`src/sv/rri_pkg.sv`:
```
// shared types and defaults for the 2d ray intersection block
// no dependencies
`timescale 1ns / 1ps
`default_nettype none
package rri_pkg;

  localparam int COORD_BITS_DEF = 16;

  // per-request control carried beside the datapath
  typedef struct packed {
    logic valid;
    logic par;
    logic hit;
    logic negx;
    logic negy;
    logic ovfx;
    logic ovfy;
  } sb_t;

endpackage
`default_nettype wire

```
`src/sv/rri_div_cell.sv`:
```
// one restoring division cell: settles one quotient bit and passes on
// depends on rri_pkg for the default width
`timescale 1ns / 1ps
`default_nettype none
module rri_div_cell #(
  parameter int COORD_BITS = rri_pkg::COORD_BITS_DEF,
  parameter int SHIFT      = 0
) (
  input  wire logic                        clk,
  input  wire logic                        en,
  input  wire logic [4*COORD_BITS+3:0]     rem_in,
  input  wire logic [2*COORD_BITS+2:0]     det_in,
  input  wire logic [COORD_BITS:0]         q_in,
  output logic [4*COORD_BITS+3:0]          rem_out,
  output logic [2*COORD_BITS+2:0]          det_out,
  output logic [COORD_BITS:0]              q_out
);
  localparam int NM = 4 * COORD_BITS + 4;
  localparam int Q  = COORD_BITS + 1;

  logic [NM:0] trial;

  always_comb begin
    trial = {1'b0, rem_in} - ((NM + 1)'(det_in) << SHIFT);
  end

  always_ff @(posedge clk) begin
    if (en) begin
      det_out <= det_in;
      if (!trial[NM]) begin
        rem_out <= trial[NM-1:0];
        q_out   <= q_in | (Q'(1) << SHIFT);
      end else begin
        rem_out <= rem_in;
        q_out   <= q_in;
      end
    end
  end

endmodule
`default_nettype wire

```
`config.mk`:
```
export PLATFORM = sky130hd
export DESIGN_NAME = rri_div_cell
export DESIGN_NICKNAME = d
export VERILOG_FILES = /design/src/sv/rri_pkg.sv /design/src/sv/rri_div_cell.sv
export SDC_FILE = /design/constraint.sdc
export NUM_CORES = 1
export LEC_CHECK = 0
export BUFFER_PORTS_ARGS = -buffer_cell sky130_fd_sc_hd__buf_2
export CAP_MARGIN = 20
export CORE_ASPECT_RATIO = 0.9
export CORE_MARGIN = 3
export CORE_UTILIZATION = 29
export DETAILED_ROUTE_END_ITERATION = 7
export PLACE_DENSITY = 0.53
export SLEW_MARGIN = 20
export SYNTH_ARGS = -nofsm -noshare
export SYNTH_HDL_FRONTEND = slang
export SYNTH_SLANG_ARGS = --single-unit
```
`constraint.sdc`:
```
create_clock -name clk -period 8.4 [get_ports clk]
set_input_delay 0 -clock clk [delete_from_list [all_inputs] [get_ports clk]]
set_output_delay 0 -clock clk [all_outputs]
set_load 0.005 [all_outputs]
```
==> Word level (Yosys, flattened, before mapping) <==
Index checks and enable logic that the tools add are counted.
W data, S select, Z words.
{ "totals": {"input_bits": 122, "word_cells": 6, "output_inout_bits": 120, "reg_bits": 120} }
{ "op_classes": {"addsub": 1, "mux": 1} }
{ "ops": {"columns": ["op", "count"], "rows": [
  ["$sub A68 B35 Y69", 1],
  ["$mux W68", 1]
]} }

==> Longest topological paths before layout <==
{ "logic_depth": {"depth_word": 2, "mapped_depth": 13, "mapped_depth_nobuf": 11} }

==> Worst setup path after synthesis <==
OpenSTA, ideal clock, no wires.
{ "synth_path": {"path_type": "in2reg", "from": "in rem_in[0]", "to": "reg rem_out[52], data pin", "arrival_ns": 2.462, "slack_ns": 5.681, "setup_ns": 0.256, "stages": 11, "t_required_ns": 8.144, "path_buffers": 0, "path_cell_list": "inv_1 -> ha_1 -> fa_1 -> nor2b_1 -> o2111ai_1 -> a2111oi_0 -> o311ai_0 -> nand2_1 -> a31oi_1 -> and3_4 -> a22o_1"} }
{ "synth_between": {"elab_chain_len": 2} }
{ "synth_lines": {"columns": ["element", "line_no", "text"], "rows": [
  ["start, declared", "rri_div_cell.sv:11", "input wire logic [4*COORD_BITS+3:0] rem_in,"],
  ["$sub A68 B35 Y69", "rri_div_cell.sv:24", "trial = {1'b0, rem_in} - ((NM + 1)'(det_in) << SHIFT);"],
  ["$mux W68", "rri_div_cell.sv:30", "if (!trial[NM]) begin"],
  ["end signal, assigned", "rri_div_cell.sv:31", "rem_out <= trial[NM-1:0];"],
  ["end signal, assigned", "rri_div_cell.sv:34", "rem_out <= rem_in;"],
  ["end, declared", "rri_div_cell.sv:14", "output logic [4*COORD_BITS+3:0] rem_out,"]
]} }
Every way passes these cells.
A chain may end at the register's enable or synchronous reset.

==> Worst setup path after layout <==
{ "layout_path": {"from": "in rem_in[0]", "to": "reg rem_out[4], data pin"} }
The elaborated chain is that of the path after synthesis.

==> impl_metrics.json <==
{
  "ys.flop_type": "edfxtp_1",
  "irDropWorstVdd_mv": 0.0841,
  "internal_power_w": 0.00144,
  "busiest_layer": "met2",
  "status": "completed",
  "finalHoldViolations": 0,
  "post_cts_buffers": 0,
  "viasPerCell": 4.84,
  "tns_ps": 0,
  "antenna_found_initial": 0,
  "area_delta_synth_final_pct": 47.1,
  "setup_viol": 0,
  "use_met2": 0.259,
  "gr-usage-met3": 0.0529,
  "cts_root_buf": "clkbuf_16",
  "die_w_um": 171,
  "worstMarginPinSlew_ps": 976,
  "relSlewSlack": 0.349,
  "path_class": "in -> reg",
  "critPathMaxFanout": 32,
  "synth_top_area_frac": 0.509,
  "cts_inserted_buffers": 17,
  "detail-route-antenna-nets": 0,
  "min_period_over_period": 0.428,
  "pwr-share-clk": 0.415,
  "regArea_um2": 3600,
  "start_kind": "primary input",
  "synth_top_area_cell": "edfxtp_1",
  "wl_per_cell_um": 16.8,
  "die_h_um": 154,
  "final_util": 0.440,
  "yosysSeqAreaShare": 0.509,
  "timing.fmax_mhz": 278,
  "post-dp-hpwl_um": 16400,
  "nets": 1179,
  "cts.sinks": 120,
  "groute.usage.overall": 0.168,
  "drtIter0Drc": 355,
  "grt_overflow_total": 0,
  "grt_first_pass_wirelength_um": 34700,
  "required_ps": 8560,
  "cts-htree-levels": 4,
  "rsz0062_at_grt": "no",
  "start_util": 0.299,
  "yosysUniqueCellTypes": 70,
  "dr.pass1.iters": 5,
  "postCtsHoldBufs": 120,
  "fin_crit_ps": 3590,
  "row_count": 53,
  "place.gp.congestion": 0.833,
  "pin_count": 242,
  "route.detailed.drc": 0,
  "yosys-top-cells-area": "edfxtp_1 51%, ha_1 6.2%, xnor2_1 5.3%, nand2_1 4.0%, o21ai_0 3.5%",
  "maxSlewViolCount": 0,
  "ys_warn_count": 0,
  "worst_ep_arrival_time_ps": 3760,
  "multi_input_area_um2": 3200,
  "synth_cells": 664,
  "post_cts_resized": 0,
  "synth_edf_count": 120,
  "clock_path_buffers": 2,
  "synth_area_um2": 7080,
  "drive_above_1_share": 0.295,
  "max_cap_violations": 0,
  "use_met1": 0.223,
  "first_global_vias": 6755,
  "cp-end-kind": "flip-flop",
  "grt_max_degree": 76,
  "fill_cells": 2278,
  "synth_nets": 822,
  "cts_tree": "yes",
  "routed_wl_um": 22400,
  "design.core.area_um2": 23700,
  "hold_path_class": "in -> reg",
  "hold_slack_ps": 26.6,
  "netSwitchingFraction": 0.259,
  "combinationalPowerShare": 0.198,
  "ys_ff_latch": 120,
  "p_sw_w": 0.000504,
  "seq_power_share": 0.387,
  "placement.io_buffers": 241,
  "path_clk_slew_ps": 60,
  "vias": 6465,
  "diodes": 0,
  "powerDensity_nw_per_um2": 186,
  "async_reset_ff_frac": 0,
  "avgSynthCellArea_um2": 10.7,
  "power_leakage_nw": 4.31,
  "design.die.area_um2": 26300
}
through the flow:
step	power [W]	cells	area, µm²	worst slack (ps)
after floorplan	0.000941	664	7080	5680
after global placement	0.00110	1183	8560	4760
after detailed placement	0.00110	1184	8590	4770
after CTS	0.00196	1335	10400	4660
after global routing	0.00204	1335	10400	4410
final	0.00194	1335	10400	4810
state kept, by name, summed over array words and instances (netlist names):
register  flops
rem_out      68
det_out      35
q_out        17
worst max-delay path, cell delays in order:
cell and delay [ps]:
dlygate4sd3_1 540, buf_2 130, inv_1 50, ha_1 200, fa_1 230, nor2b_1 70
o2111ai_1 280, a21oi_1 170, a211oi_1 680, o221ai_1 420, nor2_4 610, buf_16 240
o21ai_0 120
placed cells by master (no fill, tap or decap), types with 4 or more instances in the layout:
cell	Yosys	final
clkinvlp_4	0	5
bufinv_16	0	5
a21o_1	15	15
nor3_1	15	15
or4_1	4	4
clkbuf_16	0	17
mux2_2	4	4
xor2_1	20	20
nor4_1	6	6
o21a_1	6	6
edfxtp_1	120	120
nand2b_1	9	9
nand3b_1	6	6
buf_2	1	240
nand2_1	75	75
o31ai_1	4	4
nand4_1	13	13
a31oi_1	4	4
inv_1	42	42
or3_1	4	4
xnor2_1	43	43
a21oi_1	38	38
ha_1	35	35
and3_2	4	4
o21ai_0	49	49
nand3_1	21	21
dlygate4sd3_1	0	120
nor2_1	32	31
o21ai_1	5	5
final cells by class:
class | instances | area share
sequential | 120 | 0.346
multi-input combinational | 477 | 0.307
timing repair buffer | 363 | 0.235
clock buffer | 17 | 0.0408
tap | 302 | 0.0363
clock inverter | 14 | 0.0198
inverter | 42 | 0.0151
synthesized netlist by cell type (3+ instances only):
cell,n
o211ai_2,3
o31ai_1,4
clkbuf_1,18
o21ai_0,49
nor2b_1,3
a211oi_1,3
or3_1,4
xnor2_1,43
a31oi_1,4
nor4_1,6
or2_2,3
buf_6,3
a21oi_1,38
o21ai_1,5
nand4_1,13
nand3b_1,6
buf_4,3
o21a_1,6
nand2b_1,9
nor3_1,15
or4_1,4
xor2_1,20
and3_2,4
mux2_2,4
inv_1,42
ha_1,35
o211ai_1,3
a21o_1,15
nand2_1,75
o21bai_1,3
nor2_1,32
edfxtp_1,120
a41oi_1,3
nand3_1,21
routing by layer:
metal,part of all wire,wire (µm),vias to the layer above
met1,0.47,10400,3041
li1,-,-,3172
met4,0.024,541,0
met5,0,0,-
met2,0.44,9850,207
met3,0.070,1570,45
power groups by stage:
stage | logic (W) | clock network [W] | registers [W]
final | 0.000385 | 0.000806 | 0.000752
after global routing | 0.000429 | 0.000850 | 0.000759
after CTS | 0.000387 | 0.000823 | 0.000753
after detailed placement | 0.000341 | 0 | 0.000764
after global placement | 0.000337 | 0 | 0.000765
after floorplan | 0.000166 | 0 | 0.000775
worst paths after layout:
path                  startpoint    endpoint  slack (ps)  cells past startpoint
worst min-delay path          en  rem_out[9]          30                      1
worst max-delay path   rem_in[0]  rem_out[4]        4810                     13
cell families after synthesis:
group           count (synthesis)  synth area share
mux                             5           0.00777
simple gates                  213             0.155
fa+ha+maj                      36            0.0647
buf+inv                        67            0.0405
xor+xnor                       63            0.0779
compound gates                160             0.145
flops                         120             0.509
Note: power is estimated with default switching activity, not from simulation.
